`config.mk`:
```
export PLATFORM = sky130hd
export DESIGN_NAME = bresenham_line_stepper
export DESIGN_NICKNAME = d
export VERILOG_FILES = /design/src/rtl/core/bls_pkg.sv /design/src/rtl/core/bresenham_line_stepper.sv /design/src/rtl/core/bls_front.sv /design/src/rtl/core/bls_cmd_queue.sv /design/src/rtl/core/bls_back.sv
export SDC_FILE = /design/constraint.sdc
export NUM_CORES = 1
export LEC_CHECK = 0
export BUFFER_PORTS_ARGS = -buffer_cell sky130_fd_sc_hd__buf_2
export CAP_MARGIN = 20
export CORE_ASPECT_RATIO = 0.5
export CORE_MARGIN = 1
export CORE_UTILIZATION = 40
export CTS_BUF_LIST = sky130_fd_sc_hd__clkbuf_16
export CTS_CLUSTER_SIZE = 40
export DETAILED_ROUTE_END_ITERATION = 6
export PLACE_DENSITY = 0.6
export SLEW_MARGIN = 20
export SYNTH_ARGS = -nofsm -noshare
export SYNTH_HDL_FRONTEND = slang
export SYNTH_SLANG_ARGS = --single-unit
```
`constraint.sdc`:
```
create_clock -name clock -period 7.84 [get_ports clock]
set_input_delay 0.392 -clock clock [delete_from_list [all_inputs] [get_ports clock]]
set_output_delay 0.392 -clock clock [all_outputs]
set_load 0.05 [all_outputs]
```
`src/rtl/core/bls_pkg.sv`:
```
`timescale 1ns / 1ps
// ----------------------------------------------------------------------------
// Bresenham line stepper package
// Operation codes shared by the front end and the back end.
// ----------------------------------------------------------------------------
package bls_pkg;

   // Kind of request carried in tuser
   typedef enum logic {
      OP_START   = 1'b0,
      OP_ADVANCE = 1'b1
   } bls_op_type;

endpackage

```
`src/rtl/core/bresenham_line_stepper.sv`:
```
`timescale 1ns / 1ps
// ----------------------------------------------------------------------------
// Bresenham line stepper
// Integer line rasteriser for all octants: a start transaction loads the
// endpoints and returns the first pixel, each advance returns the next one.
// ----------------------------------------------------------------------------
// Every request transaction gives exactly one response transaction. The block
// takes one request per cycle, sustained, while rsp_tready stays high. Each
// request is registered in the command queue, then the line state update
// loads its pixel into the output register. The rate is set by the pixel
// update in the back end, a compare of the error term against both spans and
// two small adds on registered state. rsp_tlast marks the endpoint; advancing
// past the end, or before any start, repeats the current pixel with tlast high.
// ----------------------------------------------------------------------------
module bresenham_line_stepper #(
   parameter int COORD_BITS = 12
) (
   input  logic                                    clock,
   input  logic                                    reset,
   input  logic                                    req_tvalid,
   output logic                                    req_tready,
   // from_x, from_y, to_x, to_y, zero pad
   input  logic [((4*COORD_BITS+7)/8)*8-1:0]       req_tdata,
   // func
   input  bls_pkg::bls_op_type                     req_tuser,
   output logic                                    rsp_tvalid,
   input  logic                                    rsp_tready,
   // pixel_x, pixel_y, zero pad
   output logic [((2*COORD_BITS+7)/8)*8-1:0]       rsp_tdata,
   output logic                                    rsp_tlast
);
   import bls_pkg::*;

   localparam int CmdBits = 7*COORD_BITS + 5;
   localparam int RspBits = ((2*COORD_BITS+7)/8)*8;

   logic [CmdBits-1:0]    front_cmd;
   logic [CmdBits-1:0]    queue_cmd;
   logic                  queue_valid;
   logic                  back_ready;
   logic [COORD_BITS-1:0] pixel_x;
   logic [COORD_BITS-1:0] pixel_y;

   // Classify and prepare the request
   bls_front #(
      .COORD_BITS(COORD_BITS)
   ) u_front (
      .op     (req_tuser),
      .from_x (req_tdata[COORD_BITS-1:0]),
      .from_y (req_tdata[2*COORD_BITS-1:COORD_BITS]),
      .to_x   (req_tdata[3*COORD_BITS-1:2*COORD_BITS]),
      .to_y   (req_tdata[4*COORD_BITS-1:3*COORD_BITS]),
      .cmd    (front_cmd)
   );

   // Decouple front from back
   bls_cmd_queue #(
      .WIDTH(CmdBits)
   ) u_queue (
      .clock      (clock),
      .reset      (reset),
      .push_valid (req_tvalid),
      .push_ready (req_tready),
      .push_data  (front_cmd),
      .pop_valid  (queue_valid),
      .pop_ready  (back_ready),
      .pop_data   (queue_cmd)
   );

   // Step the line and drive the response
   bls_back #(
      .COORD_BITS(COORD_BITS)
   ) u_back (
      .clock     (clock),
      .reset     (reset),
      .cmd_valid (queue_valid),
      .cmd_ready (back_ready),
      .cmd       (queue_cmd),
      .out_valid (rsp_tvalid),
      .out_ready (rsp_tready),
      .out_x     (pixel_x),
      .out_y     (pixel_y),
      .out_last  (rsp_tlast)
   );

   assign rsp_tdata = RspBits'({pixel_y, pixel_x});

endmodule

```
`src/rtl/core/bls_front.sv`:
```
`timescale 1ns / 1ps
// ----------------------------------------------------------------------------
// Bresenham line stepper front end
// Classifies a request and works out spans, step directions and the
// initial error term for a start request, packing it as one command word.
// ----------------------------------------------------------------------------
module bls_front #(
   parameter int COORD_BITS = 12
) (
   input  bls_pkg::bls_op_type              op,
   input  logic [COORD_BITS-1:0]            from_x,
   input  logic [COORD_BITS-1:0]            from_y,
   input  logic [COORD_BITS-1:0]            to_x,
   input  logic [COORD_BITS-1:0]            to_y,
   output logic [7*COORD_BITS+5-1:0]        cmd
);
   import bls_pkg::*;

   localparam int ErrBits = COORD_BITS + 2;

   logic                  x_lt;
   logic                  y_lt;
   logic [COORD_BITS-1:0] span_x;
   logic [COORD_BITS-1:0] span_y;
   logic [ErrBits-1:0]    half_x;
   logic [ErrBits-1:0]    half_y;
   logic [ErrBits-1:0]    err_init;

   // Absolute spans and directions
   assign x_lt   = from_x < to_x;
   assign y_lt   = from_y < to_y;
   assign span_x = x_lt ? (to_x - from_x) : (from_x - to_x);
   assign span_y = y_lt ? (to_y - from_y) : (from_y - to_y);

   // Halve the dominant term, truncating toward zero
   assign half_x   = {3'b000, span_x[COORD_BITS-1:1]};
   assign half_y   = {3'b000, span_y[COORD_BITS-1:1]};
   assign err_init = (span_x > span_y) ? half_x : (ErrBits'(0) - half_y);

   // Pack the command, operation code in the top bit
   assign cmd = {op, from_x, from_y, to_x, to_y, span_x, span_y, !x_lt, !y_lt, err_init};

endmodule

```
`src/rtl/core/bls_cmd_queue.sv`:
```
`timescale 1ns / 1ps
// ----------------------------------------------------------------------------
// Bresenham line stepper command queue
// Two-entry queue that lets the front end and the back end stall apart.
// ----------------------------------------------------------------------------
module bls_cmd_queue #(
   parameter int WIDTH = 89
) (
   input  logic             clock,
   input  logic             reset,
   input  logic             push_valid,
   output logic             push_ready,
   input  logic [WIDTH-1:0] push_data,
   output logic             pop_valid,
   input  logic             pop_ready,
   output logic [WIDTH-1:0] pop_data
);
   localparam int Depth = 2;
   localparam int PtrBits = $clog2(Depth);

   logic [WIDTH-1:0]   slot_ff [Depth];
   logic [PtrBits-1:0] wr_ptr_ff;
   logic [PtrBits-1:0] wr_ptr_in;
   logic [PtrBits-1:0] rd_ptr_ff;
   logic [PtrBits-1:0] rd_ptr_in;
   logic [PtrBits:0]   count_ff;
   logic [PtrBits:0]   count_in;
   logic               push;
   logic               pop;

   assign push_ready = count_ff != (PtrBits + 1)'(Depth);
   assign pop_valid  = count_ff != '0;
   assign pop_data   = slot_ff[rd_ptr_ff];
   assign push       = push_valid && push_ready;
   assign pop        = pop_valid && pop_ready;

   // Advance pointers and occupancy
   always_comb begin
      wr_ptr_in = push ? wr_ptr_ff + 1'b1 : wr_ptr_ff;
      rd_ptr_in = pop ? rd_ptr_ff + 1'b1 : rd_ptr_ff;
      count_in  = count_ff;
      if (push && !pop) begin
         count_in = count_ff + 1'b1;
      end else if (pop && !push) begin
         count_in = count_ff - 1'b1;
      end
   end

   always_ff @(posedge clock) begin
      if (reset) begin
         wr_ptr_ff <= '0;
         rd_ptr_ff <= '0;
         count_ff  <= '0;
      end else begin
         wr_ptr_ff <= wr_ptr_in;
         rd_ptr_ff <= rd_ptr_in;
         count_ff  <= count_in;
      end
   end

   // Store the pushed transaction
   always_ff @(posedge clock) begin
      if (push) begin
         slot_ff[wr_ptr_ff] <= push_data;
      end
   end

endmodule

```
`src/rtl/core/bls_back.sv`:
```
`timescale 1ns / 1ps
// ----------------------------------------------------------------------------
// Bresenham line stepper back end
// Holds the line state, carries out start and advance commands and drives
// the registered pixel output.
// ----------------------------------------------------------------------------
module bls_back #(
   parameter int COORD_BITS = 12
) (
   input  logic                          clock,
   input  logic                          reset,
   input  logic                          cmd_valid,
   output logic                          cmd_ready,
   input  logic [7*COORD_BITS+5-1:0]     cmd,
   output logic                          out_valid,
   input  logic                          out_ready,
   output logic [COORD_BITS-1:0]         out_x,
   output logic [COORD_BITS-1:0]         out_y,
   output logic                          out_last
);
   import bls_pkg::*;

   localparam int ErrBits = COORD_BITS + 2;

   bls_op_type            c_op;
   logic                  c_op_bit;
   logic [COORD_BITS-1:0] c_from_x;
   logic [COORD_BITS-1:0] c_from_y;
   logic [COORD_BITS-1:0] c_to_x;
   logic [COORD_BITS-1:0] c_to_y;
   logic [COORD_BITS-1:0] c_span_x;
   logic [COORD_BITS-1:0] c_span_y;
   logic                  c_dir_x_neg;
   logic                  c_dir_y_neg;
   logic [ErrBits-1:0]    c_err;

   logic [COORD_BITS-1:0] pos_x_ff, pos_x_in;
   logic [COORD_BITS-1:0] pos_y_ff, pos_y_in;
   logic [COORD_BITS-1:0] goal_x_ff, goal_x_in;
   logic [COORD_BITS-1:0] goal_y_ff, goal_y_in;
   logic [COORD_BITS-1:0] span_x_ff, span_x_in;
   logic [COORD_BITS-1:0] span_y_ff, span_y_in;
   logic                  dir_x_neg_ff, dir_x_neg_in;
   logic                  dir_y_neg_ff, dir_y_neg_in;
   logic signed [ErrBits-1:0] err_ff, err_in;

   logic                  out_valid_ff, out_valid_in;
   logic [COORD_BITS-1:0] out_x_ff;
   logic [COORD_BITS-1:0] out_y_ff;
   logic                  out_last_ff;

   logic                      fire;
   logic                      at_goal;
   logic signed [ErrBits-1:0] span_x_s;
   logic signed [ErrBits-1:0] span_y_s;
   logic                      step_x;
   logic                      step_y;

   assign {c_op_bit, c_from_x, c_from_y, c_to_x, c_to_y, c_span_x, c_span_y,
           c_dir_x_neg, c_dir_y_neg, c_err} = cmd;
   assign c_op = bls_op_type'(c_op_bit);

   // Take a command whenever the output register is free or draining
   assign cmd_ready = !out_valid_ff || out_ready;
   assign fire      = cmd_valid && cmd_ready;

   assign at_goal  = (pos_x_ff == goal_x_ff) && (pos_y_ff == goal_y_ff);
   assign span_x_s = $signed({2'b00, span_x_ff});
   assign span_y_s = $signed({2'b00, span_y_ff});
   assign step_x   = !at_goal && (err_ff > -span_x_s);
   assign step_y   = !at_goal && (err_ff < span_y_s);

   // Next line state
   always_comb begin
      pos_x_in     = pos_x_ff;
      pos_y_in     = pos_y_ff;
      goal_x_in    = goal_x_ff;
      goal_y_in    = goal_y_ff;
      span_x_in    = span_x_ff;
      span_y_in    = span_y_ff;
      dir_x_neg_in = dir_x_neg_ff;
      dir_y_neg_in = dir_y_neg_ff;
      err_in       = err_ff;
      case (c_op)
         OP_START: begin
            pos_x_in     = c_from_x;
            pos_y_in     = c_from_y;
            goal_x_in    = c_to_x;
            goal_y_in    = c_to_y;
            span_x_in    = c_span_x;
            span_y_in    = c_span_y;
            dir_x_neg_in = c_dir_x_neg;
            dir_y_neg_in = c_dir_y_neg;
            err_in       = $signed(c_err);
         end
         OP_ADVANCE: begin
            if (step_x) begin
               pos_x_in = dir_x_neg_ff ? pos_x_ff - 1'b1 : pos_x_ff + 1'b1;
            end
            if (step_y) begin
               pos_y_in = dir_y_neg_ff ? pos_y_ff - 1'b1 : pos_y_ff + 1'b1;
            end
            err_in = err_ff - (step_x ? span_y_s : ErrBits'(0))
                            + (step_y ? span_x_s : ErrBits'(0));
         end
         default: begin
            err_in = err_ff;
         end
      endcase
   end

   always_ff @(posedge clock) begin
      if (reset) begin
         pos_x_ff     <= '0;
         pos_y_ff     <= '0;
         goal_x_ff    <= '0;
         goal_y_ff    <= '0;
         span_x_ff    <= '0;
         span_y_ff    <= '0;
         dir_x_neg_ff <= 1'b0;
         dir_y_neg_ff <= 1'b0;
         err_ff       <= '0;
      end else if (fire) begin
         pos_x_ff     <= pos_x_in;
         pos_y_ff     <= pos_y_in;
         goal_x_ff    <= goal_x_in;
         goal_y_ff    <= goal_y_in;
         span_x_ff    <= span_x_in;
         span_y_ff    <= span_y_in;
         dir_x_neg_ff <= dir_x_neg_in;
         dir_y_neg_ff <= dir_y_neg_in;
         err_ff       <= err_in;
      end
   end

   // Output register: hold until taken, load the new pixel on each command
   assign out_valid_in = fire || (out_valid_ff && !out_ready);

   always_ff @(posedge clock) begin
      if (reset) begin
         out_valid_ff <= 1'b0;
      end else begin
         out_valid_ff <= out_valid_in;
      end
   end

   always_ff @(posedge clock) begin
      if (fire) begin
         out_x_ff    <= pos_x_in;
         out_y_ff    <= pos_y_in;
         out_last_ff <= (pos_x_in == goal_x_in) && (pos_y_in == goal_y_in);
      end
   end

   assign out_valid = out_valid_ff;
   assign out_x     = out_x_ff;
   assign out_y     = out_y_ff;
   assign out_last  = out_last_ff;

endmodule

```
# Word level (Yosys, flattened, before mapping)
# Memories as Yosys holds them, arrays and structs flattened. A register that Yosys moved wholly into a read port is not among the register bits.
# Index checks and enable logic that the tools add are counted.
# word_totals
regBits	118
n_memories	1
mem_bits_rw	178
output_inout_bits	27
inputBits	53
# classes
addsub	16
muxes	20
order_cmp	5
eq_ne	5
bitwise_logic	1
n_reduce_logical	21
# memory_table
memory	depth	width	read_ports	rd_ports_with_merged_regs	wr	line_no	rtl
u_queue.slot_ff	2	89	1	1	1	bls_cmd_queue.sv:21	logic [WIDTH-1:0] slot_ff [Depth];
# op_table
op	count
12-bit two-way mux	10
12-bit == test	4
12-bit case mux with 2 select lines	2
12-bit subtractor	4
14-bit case mux with 2 select lines	1
12-bit by 1-bit adder with 12-bit output (second input constant)	2
12-bit less-than comparator	2
12-bit by 1-bit subtractor with 12-bit output (second input constant)	2
14-bit adder	1
14-bit greater-than comparator	1
14-bit by 13-bit less-than comparator with 1-bit output	1
14-bit two-way mux	1
12-bit negation with 14-bit output	1
14-bit subtractor	1
12-bit greater-than comparator	1
1-bit by 11-bit subtractor with 12-bit output (first input constant)	1
1-bit logical AND	9
1-bit logical NOT	7
1-bit two-way mux	4
2-bit two-way mux	2
2-bit nonzero test	2
1-bit adder (second input constant)	2
2-bit by 1-bit adder with 2-bit output (second input constant)	1
1-bit logical OR	2
4 further kinds	4

# Longest topological paths before layout
# Gate-level depths: netlist of the first run.
# depth
depth_word	8
depth_mapped	28

# By module
# From an unflattened synthesis of the first run, not the netlist that was laid out.
# hier_totals
cells_unflattened	1764
area_unflattened_um2	18189.9
# modules_own_cells
mod	seq_area_each_um2	cells_per_inst	area_per_inst_um2	instances
bls_back	2532.4	1021	8303.0	1
bls_cmd_queue	5445.2	301	6676.4	1
bls_front	0.0	442	3210.6	1

# Least setup slack after synthesis of the first run
# Ideal clock, no wire load.
# synth_timing
path_type	register -> register
from	reg u_back.span_x_ff[2]
to	reg u_back.err_ff[10]
arrival_ps	5832
t_required_ps	7659
setup_slack_ps	1827
setup_ps	181
path_buffers	1
synth_period_minus_slack_ps	6013
path_stages_with_launch	27
path_cell_list	dfxtp_1 > or4_1 > nor3_1 > nor4b_1 > nand2_1 > xnor2_1 > ha_1 > nand4_1 > or3_4 > a32oi_4 > mux2i_2 > clkbuf_1 > nor3_1 > fa_1 > inv_1 > ha_1 > nor2b_1 > o21ai_0 > a21boi_0 > o21ai_0 > a21boi_0 > o21ai_0 > a21boi_0 > o21ai_0 > nand2b_1 > xnor2_1 > a31oi_1
# synth_between
elab_chain_len	7
elab_cells_between_ends	8
# synth_rtl
element	line_no	rtl
from (decl)	bls_back.sv:41	logic [COORD_BITS-1:0] span_x_ff, span_x_in;
from (signal assigned)	bls_back.sv:128	span_x_ff <= span_x_in;
12-bit negation with 14-bit output	bls_back.sv:70	assign step_x = !at_goal && (err_ff > -span_x_s);
14-bit greater-than comparator	bls_back.sv:70	
1-bit logical AND	bls_back.sv:70	
12-bit two-way mux	bls_back.sv:103	err_in = err_ff - (step_x ? span_y_s : ErrBits'(0))
14-bit subtractor	bls_back.sv:103	
14-bit adder *	bls_back.sv:104	+ (step_y ? span_x_s : ErrBits'(0));
14-bit case mux with 2 select lines *	bls_back.sv:84	case (c_op)
to (signal assigned)	bls_back.sv:132	err_ff <= err_in;
to (decl)	bls_back.sv:45	logic signed [ErrBits-1:0] err_ff, err_in;
# Mark *: on every way between the ends. The rest lies on a longest branch, timed or not.
# A chain may end at the register's enable or synchronous reset.

# Worst setup path in the final report of the first run
# layout_timing
from	reg u_back.span_x_ff[2]
to	reg u_back.err_ff[13]
# Same word-level chain as after synthesis.

==> impl_summary.txt, run 1 <==
----------------------------------------------------
[Logic synthesis]
  Top cell type's share of synthesized area ... between 30% and 40%
  Synthesized area ... 0.0173 sq mm
  Async set-reset flop share out of synthesis ... 0%
  Syn avg cell area ... approximately 11 sq um
  Post-synth top flop ... sky130_fd_sc_hd__edfxtp_1
  Cell types occupying the most area after synthesis ... sky130_fd_sc_hd__edfxtp_1, sky130_fd_sc_hd__dfxtp_1, sky130_fd_sc_hd__ha_1
  Number of instances in the synthesized netlist ... 1646
  Syn_nets ... approximately 1800
  Synthesized flop and latch total ... ~300
  Leading area contributor after synthesis ... sky130_fd_sc_hd__edfxtp_1
  Proportion of synthesized chip area in sequential cells ... about 45%
  Ys Warns ... 0
  Yosys cell types ... a little under 80
  Number of enable-type register cells in the synthesized netlist ... 199

[Floorplanning]
  I/O pin count ... 80
  Starting density of the core ... 40.9%
  Area of the placeable core ... ~0.042 sq mm
  Width of the chip ... 296 um
  Std-Cell Rows ... 53
  DIE HEIGHT ... between 100 and 150 um
  Die footprint ... 0.0441 sq mm

[Routing]
  Antenna Nets Post-Route ... 0
  Average wire per standard cell ... between 20 and 25 um
  DR top layer ... met4
  Routed vias/inst ... approximately 5.4
  Number of DRC markers in iteration 0 ... roughly 1100
  DRC violations left ... 0
  Routed metal-1 wire length ... around 25 mm
  Total vias in the final route ... between 10000 and 15000
  Final Routed Wirelength ... around 47 mm
  DR WL met3 ... about 3.3 mm
  First-pass iteration count of the detailed router ... 5
  Met2 routed wirelength ... approximately 18 mm

[Worst setup path]
  Worst-path fanout max ... 16
  Largest stage delay on the critical path ... slightly below 0.6 ns
  Endpoint type of the worst setup path ... register
  Delay-heaviest family, CP ... simple AND/OR/NAND/NOR gates
  Launching element type of the critical path ... register
  Crit path required time ... approximately 8.3 ns
  Critical path buffer and inverter count ... 2
  Arrival time reported for the critical path endpoint ... 6.99 ns
  Critical Path Slowest Stage Cell ... sky130_fd_sc_hd__or4_1
  Crit path top cell by count ... sky130_fd_sc_hd__a21oi_1
  CP Class ... register to register
  Worst reg-to-reg setup slack ... 1.34 ns

[Power]
  Switching power as a share of total power ... roughly 46%
  Proportion of power drawn by combinational gates ... between 50% and 60%
  Switching power total ... just over 0.004 W
  Max IR drop VDD ... between 0.0002 and 0.0003 V
  Static leakage power ... 7.55 nW
  Internal power summed over all cells ... 0.00486 W
  Proportion of power drawn by the clock network ... 15.5%
  Total Power ... between 0.008 and 0.009 W
  Ratio of total power to cell area ... roughly 460 mW/mm^2
  Portion of total power attributed to sequential cells ... approximately 29%

[Clocking]
  Clock Latency Late Sink ... 0.58 ns
  Clock transition at the registers of the reported paths ... 0.07 ns
  Clock Root Buffer ... sky130_fd_sc_hd__clkbuf_16
  Num Clock Sinks ... between 200 and 300
  Postcts setup bufs ... 0
  Number of buffers created by CTS ... 30
  Total number of H-tree levels ... 1
  Post-cts hold buffer count ... 2
  Post-CTS Resized ... 0
  TritonCTS clock tree ... yes
  Worst-case clock buffer depth ... 3

[Place]
  Count of port buffers added during placement ... 79
  Placer's final routability congestion estimate ... 0.904
  Half-perimeter wire length after detailed placement ... between 30 and 40 mm

[STA]
  Max Clk Rate ... ~150 MHz
  Setup violators final ... 0
  Total negative slack ... 0 ns
  Final worst clock skew ... between 0.015 and 0.02 ns
  Final critical path time including I/O delays and setup ... 6.50 ns
  Slew Limit Fails ... 0
  Final critical-path share of the clock period ... 82.9%
  Final hold viol count ... 0
  Slew margin rel. ... 28.8%
  Setup repair after global routing missed its margin ... false
  Slew @ Worst Pin ... 1.06 ns

[GRT]
  GRT Resource Usage Total ... 21.3%
  Maximum number of pins on one net before global-route repair ... 64
  First-pass GRT wire length ... between 70 and 80 mm
  Vias in the first global route ... ~11000
  Initial antenna violation count ... 1
  Overflow left after global routing ... 0

[Finish]
  Area growth syn-to-layout ... 11.4%
  Share of post-route cells with drive strength above 1 ... about 10%
  Net count of the finished layout ... 1898
  Final cell utilization of the core ... 45.5%

[Min path]
  Hold WC Path Type ... input port to register

[Job]
  Reported max-cap violation count ... 0

[Run status]
  Outcome ... finished, final reports clean

----------------------------------------------------
==> power by group through the flow <==
stage / Combinational, W / Sequential, W / Clock (W)
6_report: 0.00501 / 0.00256 / 0.00139
5_1_grt: 0.00556 / 0.00261 / 0.00148
4_1_cts: 0.00498 / 0.00255 / 0.00142
3_5_place_dp: 0.00496 / 0.00258 / 0
3_3_place_gp: 0.00493 / 0.00257 / 0
2_1_floorplan: 0.00353 / 0.00273 / 0
==> cells in the final DEF, fill, tap and decap left out, drive strengths merged, types with 4 or more instances in the layout <==
master   count
xor2        51
xnor2       98
edfxtp     199
a221oi       5
a41oi        5
o21ai       52
and2         5
a31oi       10
nor3        30
o211ai      11
fa          18
a211oi      89
or3         10
nand3       14
buf         91
nor2       114
nand2      114
clkinv      14
a21o        31
nand2b      15
clkbuf      32
a2111oi      6
nor2b       30
mux2i      104
nor4         9
ha         121
a21oi      104
dfxtp       94
o221ai       5
o21bai      11
or2          6
and3         4
mux2        10
inv        149
nand4       21
o21a         7
==> per-layer routing <==
metal	vias up	global-route usage [%]
li1	6038	-
met1	5947	35.0
met2	337	27.7
met3	46	4.35
met4	0	4.18
met5	-	0
==> sequential cells by signal, summed over array words and instances (netlist names), 2 cells and up, named ones only <==
name	cells
u_queue.count_ff	2
u_back.out_y	12
u_back.goal_x_ff	12
u_back.pos_y_ff	12
u_back.span_x_ff	12
u_back.out_x	12
u_back.pos_x_ff	12
u_back.goal_y_ff	12
u_back.span_y_ff	12
u_queue.slot_ff	174
u_back.err_ff	14
==> stage by stage <==
step / std cells / setup slack [ns] / cell area (sq um) / hold WS [ns]
after detailed placement: 2249 / 1.34 / 18300 / 0.471
final: 2307 / 1.34 / 19300 / 0.0309
after global placement: 2249 / 1.44 / 18300 / 0.464
after floorplan: 1646 / 1.83 / 17300 / 0.444
after global routing: 2307 / 0.707 / 19300 / 0.00682
after CTS: 2306 / 1.32 / 19300 / 0.0102
==> Yosys cell counts, types with 5 or more instances <==
| library cell | n |
|---|---|
| sky130_fd_sc_hd__edfxtp_1 | 199 |
| sky130_fd_sc_hd__inv_1 | 138 |
| sky130_fd_sc_hd__ha_1 | 121 |
| sky130_fd_sc_hd__nand2_1 | 114 |
| sky130_fd_sc_hd__nor2_1 | 112 |
| sky130_fd_sc_hd__a21oi_1 | 104 |
| sky130_fd_sc_hd__mux2i_1 | 103 |
| sky130_fd_sc_hd__xnor2_1 | 97 |
| sky130_fd_sc_hd__dfxtp_1 | 94 |
| sky130_fd_sc_hd__a211oi_1 | 88 |
| sky130_fd_sc_hd__xor2_1 | 50 |
| sky130_fd_sc_hd__clkbuf_1 | 49 |
| sky130_fd_sc_hd__o21ai_0 | 47 |
| sky130_fd_sc_hd__a21o_1 | 31 |
| sky130_fd_sc_hd__nor2b_1 | 30 |
| sky130_fd_sc_hd__nor3_1 | 29 |
| sky130_fd_sc_hd__nand4_1 | 21 |
| sky130_fd_sc_hd__fa_1 | 18 |
| sky130_fd_sc_hd__nand2b_1 | 15 |
| sky130_fd_sc_hd__nand3_1 | 14 |
| sky130_fd_sc_hd__buf_1 | 11 |
| sky130_fd_sc_hd__a31oi_1 | 10 |
| sky130_fd_sc_hd__o211ai_1 | 10 |
| sky130_fd_sc_hd__o21bai_1 | 10 |
| sky130_fd_sc_hd__mux2_2 | 9 |
| sky130_fd_sc_hd__nor4_1 | 9 |
| sky130_fd_sc_hd__or3_1 | 9 |
| sky130_fd_sc_hd__o21a_1 | 7 |
| sky130_fd_sc_hd__a221oi_1 | 5 |
| sky130_fd_sc_hd__and2_1 | 5 |
| sky130_fd_sc_hd__buf_2 | 5 |
| sky130_fd_sc_hd__o21ai_1 | 5 |
| sky130_fd_sc_hd__o221ai_1 | 5 |
| sky130_fd_sc_hd__or2_2 | 5 |
==> logic make-up after synthesis <==
kind of cell             after synthesis  share of synthesized area, %
buffers and inverters                206                          4.51
AO/OA/AOI/OAI                        358                          14.0
adder cells (fa/ha/maj)              139                          10.8
multiplexers                         114                          6.71
XOR/XNOR                             150                          7.77
AND/OR/NAND/NOR                      386                          10.8
flip-flops                           293                          45.4
==> worst paths after layout <==
| check | start | end | cells after the start |
|---|---|---|---|
| worst min-delay path | req_tdata[35] | u_queue.slot_ff[1][63] | 1 |
| worst max register to register | u_back.span_x_ff[2] | u_back.err_ff[13] | 26 |
| worst min register to register | u_back.err_ff[0] | u_back.err_ff[0] | 2 |
| worst max-delay path | u_back.span_x_ff[2] | u_back.err_ff[13] | 26 |
==> cell type report <==
| class | instances | area, sq um |
|---|---|---|
| sequential | 293 | 7860 |
| multi-input combinational | 1147 | 8690 |
| clock inverter | 23 | 153 |
| tap | 577 | 722 |
| antenna | 1 | 2.50 |
| timing repair buffer | 93 | 508 |
| clock buffer | 32 | 801 |
| inverter | 141 | 529 |
| fill | 4028 | 23000 |
(Power assumes the default switching activity.)
==> run 2: changes to the inputs <==
--- a/config.mk
+++ b/config.mk
@@ -13,7 +13,7 @@
 export CTS_BUF_LIST = sky130_fd_sc_hd__clkbuf_16
 export CTS_CLUSTER_SIZE = 40
 export DETAILED_ROUTE_END_ITERATION = 6
-export PLACE_DENSITY = 0.6
+export PLACE_DENSITY = 0.62
 export SLEW_MARGIN = 20
 export SYNTH_ARGS = -nofsm -noshare
 export SYNTH_HDL_FRONTEND = slang
==> constraint.sdc (replaced) <==
create_clock -name clock -period 5.3 [get_ports clock]
set_input_delay 0.265 -clock clock [delete_from_list [all_inputs] [get_ports clock]]
set_output_delay 0.265 -clock clock [all_outputs]
set_load 0.05 [all_outputs]
==> impl_summary.txt, run 2 (same netlist as run 1, synthesis figures left out) <==
----------------------------------------------------
[Routing]
  Routed vias/inst ... about 5.3
  First-pass iteration count of the detailed router ... 7
  Total vias in the final route ... 12880
  DRC violations left ... 0
  Number of DRC markers in iteration 0 ... ~1200
  Antenna Nets Post-Route ... 0
  Final Routed Wirelength ... a little under 50 mm
  Average wire per standard cell ... roughly 20 um

[Floorplanning]
  I/O pin count ... 80
  Starting density of the core ... between 40% and 50%
  Std-Cell Rows ... 53
  DIE HEIGHT ... about 150 um
  Die footprint ... approximately 0.044 sq mm
  Width of the chip ... 296 um
  Area of the placeable core ... around 0.042 sq mm

[GRT]
  Overflow left after global routing ... 0
  Maximum number of pins on one net before global-route repair ... 59
  Initial antenna violation count ... 1
  First-pass GRT wire length ... 72.9 mm
  GRT Resource Usage Total ... between 20% and 30%
  Vias in the first global route ... about 12000

[Worst setup path]
  Launching element type of the critical path ... register
  Worst-path fanout max ... 2
  Crit path required time ... 5.81 ns
  CP Class ... register to register
  Arrival time reported for the critical path endpoint ... slightly above 6 ns
  Endpoint type of the worst setup path ... register
  Largest stage delay on the critical path ... roughly 0.57 ns
  Crit path top cell by count ... sky130_fd_sc_hd__a21oi_2
  Critical Path Slowest Stage Cell ... sky130_fd_sc_hd__or4_4
  Critical path buffer and inverter count ... 2
  Delay-heaviest family, CP ... simple AND/OR/NAND/NOR gates

[STA]
  Final critical path time including I/O delays and setup ... 5.63 ns
  Crit path setup slack, layout ... -0.327 ns
  Slew @ Worst Pin ... a little over 0.9 ns
  Final hold viol count ... 0
  Slew Limit Fails ... 0
  Slew margin rel. ... 37.8%
  Final worst clock skew ... a little over 0.02 ns
  Max Clk Rate ... between 150 and 200 MHz
  Final critical-path share of the clock period ... 106%
  Setup repair after global routing missed its margin ... true
  Worst hold margin ... slightly below 0.008 ns
  Setup violators final ... 8

[Finish]
  Commonest cells after routing, fill and taps aside ... sky130_fd_sc_hd__edfxtp_1, sky130_fd_sc_hd__inv_1, sky130_fd_sc_hd__ha_1
  Area growth syn-to-layout ... 17.9%
  Register area ... just under 0.008 sq mm
  Most frequent standard cell in the layout excluding fill and tap cells ... sky130_fd_sc_hd__edfxtp_1
  Share of post-route cells with drive strength above 1 ... about 16%
  Register containing the most flip-flops in the final layout ... u_queue.slot_ff
  Footprint of the multi-input gates ... approximately 0.0089 sq mm
  Final-layout fill cell count ... about 3900
  Largest register FFs ... roughly 170
  Largest regs ... u_queue.slot_ff: 174 flops, u_back.err_ff: 14 flops
  Final cell utilization of the core ... 48.2%
  Net count of the finished layout ... 2001

[Clocking]
  Worst-case clock buffer depth ... 3
  Total number of H-tree levels ... 1
  Num Clock Sinks ... 293
  Clock Root Buffer ... sky130_fd_sc_hd__clkbuf_16
  Number of buffers created by CTS ... 29
  Clock transition at the registers of the reported paths ... 0.07 ns
  TritonCTS clock tree ... yes
  Clock Latency Late Sink ... just under 0.6 ns

[Power]
  Ratio of total power to cell area ... between 700 and 800 mW/mm^2
  Proportion of power drawn by combinational gates ... 59.8%
  Proportion of power drawn by the clock network ... roughly 14%
  Switching power total ... between 0.006 and 0.007 W
  Switching power as a share of total power ... between 40% and 50%
  Static leakage power ... slightly above 8 nW
  Internal power summed over all cells ... 0.00809 W
  Max IR drop VDD ... just over 0.0004 V
  Portion of total power attributed to sequential cells ... 25.8%

[Run status]
  Outcome ... finished, violations left
  Violations in the final reports ... setup timing

[Min path]
  Hold WC Path Type ... input port to register

[Place]
  Count of port buffers added during placement ... 79
  Half-perimeter wire length after detailed placement ... approximately 37 mm
  Placer's final routability congestion estimate ... between 0.9 and 1

[Job]
  Reported max-cap violation count ... 0

----------------------------------------------------
run 2: cell count changes in the layout (fill, tap and decap cells not counted), moves of 4 or more:
cell / delta
sky130_fd_sc_hd__o21ai_0: -11
sky130_fd_sc_hd__inv_1: -4
sky130_fd_sc_hd__o21ai_1: +6
sky130_fd_sc_hd__buf_4: +62
sky130_fd_sc_hd__dlygate4sd3_1: +39
sky130_fd_sc_hd__a21oi_1: -4
sky130_fd_sc_hd__o21ai_2: +5
sky130_fd_sc_hd__ha_1: -4
sky130_fd_sc_hd__a21oi_2: +4
run 2: area by class of cell:
type / instances / area share (%)
multi-input cells: 1147 / 43.7
flip-flops and latches: 293 / 38.6
repair buffers: 197 / 6.85
clock buffers: 30 / 3.68
well taps: 577 / 3.54
inverters: 141 / 2.60
clock inverters: 23 / 1.01
diodes: 1 / 0.0123
run 2: power groups by stage:
stage	sequential [W]	combinational (W)	clock (W)
after floorplan	0.00405	0.00540	0
after global placement	0.00379	0.00790	0
after detailed placement	0.00381	0.00800	0
after CTS	0.00377	0.00852	0.00212
after global routing	0.00384	0.00955	0.00221
final	0.00378	0.00874	0.00210
run 2: path summary, 6_finish.rpt:
path / start / to / slack [ns] / cells after the start
worst max-delay path: u_back.span_x_ff[2] / u_back.err_ff[13] / -0.33 / 26
worst min register to register: u_back.err_ff[0] / u_back.err_ff[0] / 0.48 / 2
worst min-delay path: req_tdata[32] / u_queue.slot_ff[0][60] / 0.008 / 1
worst max register to register: u_back.span_x_ff[2] / u_back.err_ff[13] / -0.33 / 26
run 2: per-layer routing:
layer	share of wire [%]	track usage, %
met5	0	0
met3	8.2	4.37
met1	50	34.8
met4	1.8	4.43
met2	40	30.1
run 2: worst reg2reg max path: stages (launching register included):
cell,delay [ns]
sky130_fd_sc_hd__dfxtp_2,0.32
sky130_fd_sc_hd__or4_4,0.57
sky130_fd_sc_hd__nor3_4,0.17
sky130_fd_sc_hd__nor4b_4,0.24
sky130_fd_sc_hd__nand2_1,0.12
sky130_fd_sc_hd__xnor2_1,0.14
sky130_fd_sc_hd__ha_1,0.31
sky130_fd_sc_hd__nand4_1,0.12
sky130_fd_sc_hd__or3_4,0.43
sky130_fd_sc_hd__a32oi_4,0.20
sky130_fd_sc_hd__buf_6,0.14
sky130_fd_sc_hd__mux2i_4,0.24
sky130_fd_sc_hd__nor3_2,0.08
sky130_fd_sc_hd__fa_1,0.54
sky130_fd_sc_hd__inv_1,0.06
sky130_fd_sc_hd__ha_1,0.26
sky130_fd_sc_hd__a21o_1,0.16
sky130_fd_sc_hd__a21oi_2,0.14
sky130_fd_sc_hd__o21ai_1,0.10
sky130_fd_sc_hd__a21oi_2,0.16
sky130_fd_sc_hd__o21ai_2,0.09
sky130_fd_sc_hd__a41oi_2,0.23
sky130_fd_sc_hd__a21oi_2,0.11
sky130_fd_sc_hd__a31oi_1,0.17
sky130_fd_sc_hd__xor2_1,0.15
sky130_fd_sc_hd__nand2_1,0.08
sky130_fd_sc_hd__a221oi_2,0.21
run 2: repair_timing:
| action | CTS | global route |
|---|---|---|
| setup buffers | 10 | 2 |
| pin swaps | 29 | 6 |
| hold endpoints to repair | 80 | 1 |
| setup endpoints to repair | 8 | 35 |
| hold buffers | 40 | 1 |
| resized for setup | 22 | 21 |
run 2: through the flow:
step                worst slack [ns]  total power, W  setup TNS, ns  instances  instance area [sq um]
CTS                           -0.287          0.0144          -1.49       2408                  20300
finish                        -0.327          0.0146          -1.66       2409                  20400
detailed placement            -0.547          0.0118          -2.88       2306                  18800
global placement              -0.402          0.0117          -1.99       2306                  18800
floorplan                     -0.105         0.00944         -0.339       1646                  17400
global route                  -0.615          0.0156          -4.39       2409                  20400
==> run 3: changes to the inputs <==
--- a/config.mk
+++ b/config.mk
@@ -18,3 +18,4 @@
 export SYNTH_ARGS = -nofsm -noshare
 export SYNTH_HDL_FRONTEND = slang
 export SYNTH_SLANG_ARGS = --single-unit
+export TNS_END_PERCENT = 50
==> impl_summary.txt, run 3 (same netlist as run 1, synthesis figures left out) <==
----------------------------------------------------
[Run status]
  Outcome ... finished, violations left
  Violations in the final reports ... setup timing

[Worst setup path]
  Reg2Reg Launch Point ... u_back.span_x_ff[2]
  Crit path required time ... 5.81 ns
  Worst-path fanout max ... 2
  CP Class ... register to register
  Endpoint type of the worst setup path ... register
  Arrival time reported for the critical path endpoint ... 6.14 ns
  CP Launch Point ... u_back.span_x_ff[2]
  Launching element type of the critical path ... register
  Worst reg-to-reg setup slack ... -0.34 ns

[Power]
  Ratio of total power to cell area ... 726 mW/mm^2
  Max IR drop VDD ... approximately 0.0004 V
  Total Power ... between 0.01 and 0.015 W
  Static leakage power ... approximately 8 nW

[GRT]
  Vias in the first global route ... 11963
  GRT Resource Usage Total ... between 20% and 30%
  Overflow left after global routing ... 0
  First-pass GRT wire length ... roughly 73 mm
  Maximum number of pins on one net before global-route repair ... 59
  Initial antenna violation count ... 1

[Floorplanning]
  Std-Cell Rows ... between 50 and 60
  Die footprint ... 0.0441 sq mm
  Width of the chip ... around 300 um
  DIE HEIGHT ... 149 um
  I/O pin count ... 80
  Area of the placeable core ... 0.0423 sq mm
  Starting density of the core ... 40.9%

[Clocking]
  Number of buffers created by CTS ... 29
  Clock Root Buffer ... sky130_fd_sc_hd__clkbuf_16
  Clock transition at the registers of the reported paths ... approximately 0.070 ns
  Worst-case clock buffer depth ... 3
  TritonCTS clock tree ... yes
  Total number of H-tree levels ... 1
  Num Clock Sinks ... 293
  Clock Latency Late Sink ... around 0.59 ns

[Place]
  Count of port buffers added during placement ... 79
  Placer's final routability congestion estimate ... a little over 0.9
  Half-perimeter wire length after detailed placement ... approximately 37 mm
  Worst slack at placement ... -0.547 ns

[Routing]
  Final Routed Wirelength ... 48.7 mm
  First-pass iteration count of the detailed router ... 5
  Average wire per standard cell ... roughly 20 um
  Total vias in the final route ... between 10000 and 15000
  Antenna Nets Post-Route ... 0
  Routed vias/inst ... between 5 and 6
  Number of DRC markers in iteration 0 ... 1277
  DRC violations left ... 0

[Finish]
  Largest register FFs ... 174
  Commonest cells after routing, fill and taps aside ... sky130_fd_sc_hd__edfxtp_1, sky130_fd_sc_hd__inv_1, sky130_fd_sc_hd__ha_1
  Share of post-route cells with drive strength above 1 ... 15.8%
  Most frequent standard cell in the layout excluding fill and tap cells ... sky130_fd_sc_hd__edfxtp_1
  Final-layout fill cell count ... roughly 4000
  Area growth syn-to-layout ... 18.2%
  Register containing the most flip-flops in the final layout ... u_queue.slot_ff
  Largest regs ... u_queue.slot_ff: 174 flops, u_back.err_ff: 14 flops
  Net count of the finished layout ... between 2000 and 2500

[STA]
  Setup repair after global routing missed its margin ... true
  Final worst clock skew ... around 0.022 ns
  Slew Limit Fails ... 0
  Max Clk Rate ... approximately 180 MHz
  Worst hold margin ... about 0.013 ns
  Final critical path time including I/O delays and setup ... about 5.6 ns
  Setup violators final ... 8
  Slew margin rel. ... about 34%
  Final hold viol count ... 0
  Final critical-path share of the clock period ... 106%
  Slew @ Worst Pin ... slightly below 1 ns
  Total negative slack ... -1.93 ns
  Crit path setup slack, layout ... -0.338 ns

[Job]
  Reported max-cap violation count ... 0

[Min path]
  Hold Path Origin ... req_tdata[32]
  Hold WC Path Type ... input port to register

----------------------------------------------------
-- run 3: cell count changes in the layout (fill, tap and decap cells not counted) --
cell                      previous run  this run
sky130_fd_sc_hd__buf_6               3         2
sky130_fd_sc_hd__nor2b_4             1         2
sky130_fd_sc_hd__nor2b_2             1         0
sky130_fd_sc_hd__xnor2_1            96        95
sky130_fd_sc_hd__xnor2_2             2         3
sky130_fd_sc_hd__nand2_1           113       114
sky130_fd_sc_hd__nand2_2             1         0
sky130_fd_sc_hd__buf_4              75        81
-- run 3: path summary, 6_finish.rpt --
kind	cells past startpoint	to
hold reg to reg	2	u_back.err_ff[0]
setup / recovery	26	u_back.err_ff[13]
setup reg to reg	26	u_back.err_ff[13]
hold / removal	1	u_queue.slot_ff[0][60]
-- run 3: routing by layer --
layer / routed length (um) / up-vias / global-route usage (%)
li1: - / 6251 / -
met1: 24700 / 6313 / 34.9
met2: 19600 / 358 / 30.1
met3: 3600 / 51 / 4.42
met4: 824 / 0 / 4.36
met5: 0 / - / 0
-- run 3: power breakdown --
part	total, W	internal [W]	switching (W)
registers	0.00378	0.00327	0.000506
logic	0.00895	0.00379	0.00515
clock network	0.00210	0.00118	0.000920
total	0.0148	0.00824	0.00658
-- run 3: what timing repair did --
action                                  in CTS  in global routing
hold buffers                                40                  1
endpoints found under the hold margin       80                  1
buffers inserted                             7                  6
endpoints found under the setup margin       8                 35
gates resized for setup                     19                 24
pin swaps                                   22                 13
-- run 3: critical path: stages (launching register included) --
cell	delay (ns)
sky130_fd_sc_hd__dfxtp_2	0.32
sky130_fd_sc_hd__or4_4	0.57
sky130_fd_sc_hd__nor3_4	0.17
sky130_fd_sc_hd__nor4b_4	0.24
sky130_fd_sc_hd__nand2_1	0.13
sky130_fd_sc_hd__xnor2_1	0.14
sky130_fd_sc_hd__ha_1	0.31
sky130_fd_sc_hd__nand4_1	0.12
sky130_fd_sc_hd__or3_4	0.43
sky130_fd_sc_hd__a32oi_4	0.20
sky130_fd_sc_hd__buf_6	0.14
sky130_fd_sc_hd__mux2i_4	0.24
sky130_fd_sc_hd__nor3_2	0.08
sky130_fd_sc_hd__fa_1	0.54
sky130_fd_sc_hd__inv_1	0.06
sky130_fd_sc_hd__ha_1	0.26
sky130_fd_sc_hd__a21o_1	0.16
sky130_fd_sc_hd__a21oi_2	0.15
sky130_fd_sc_hd__o21ai_1	0.10
sky130_fd_sc_hd__a21oi_2	0.16
sky130_fd_sc_hd__o21ai_2	0.10
sky130_fd_sc_hd__a41oi_2	0.24
sky130_fd_sc_hd__a21oi_2	0.11
sky130_fd_sc_hd__a31oi_1	0.17
sky130_fd_sc_hd__xor2_1	0.15
sky130_fd_sc_hd__nand2_1	0.07
sky130_fd_sc_hd__a221oi_2	0.21
-- run 3: layout make-up --
cell class                      count  area, sq um  share of cell area, %
Sequential cell                   293         7860                   38.5
Inverter                          141          529                   2.59
Antenna cell                        1         2.50                 0.0122
Clock inverter                     23          205                   1.00
Clock buffer                       30          751                   3.67
Timing Repair Buffer              202         1430                   7.01
Tap cell                          577          722                   3.53
Multi-Input combinational cell   1147         8930                   43.7
-- run 3: metrics by stage --
step | instance area [sq um] | util, % | instances
2_1_floorplan | 17400 | - | 1646
3_3_place_gp | 18800 | 44.4 | 2306
3_5_place_dp | 18800 | 44.4 | 2306
4_1_cts | 20300 | 47.9 | 2406
5_1_grt | 20400 | 48.3 | 2414
6_report | 20400 | 48.3 | 2414
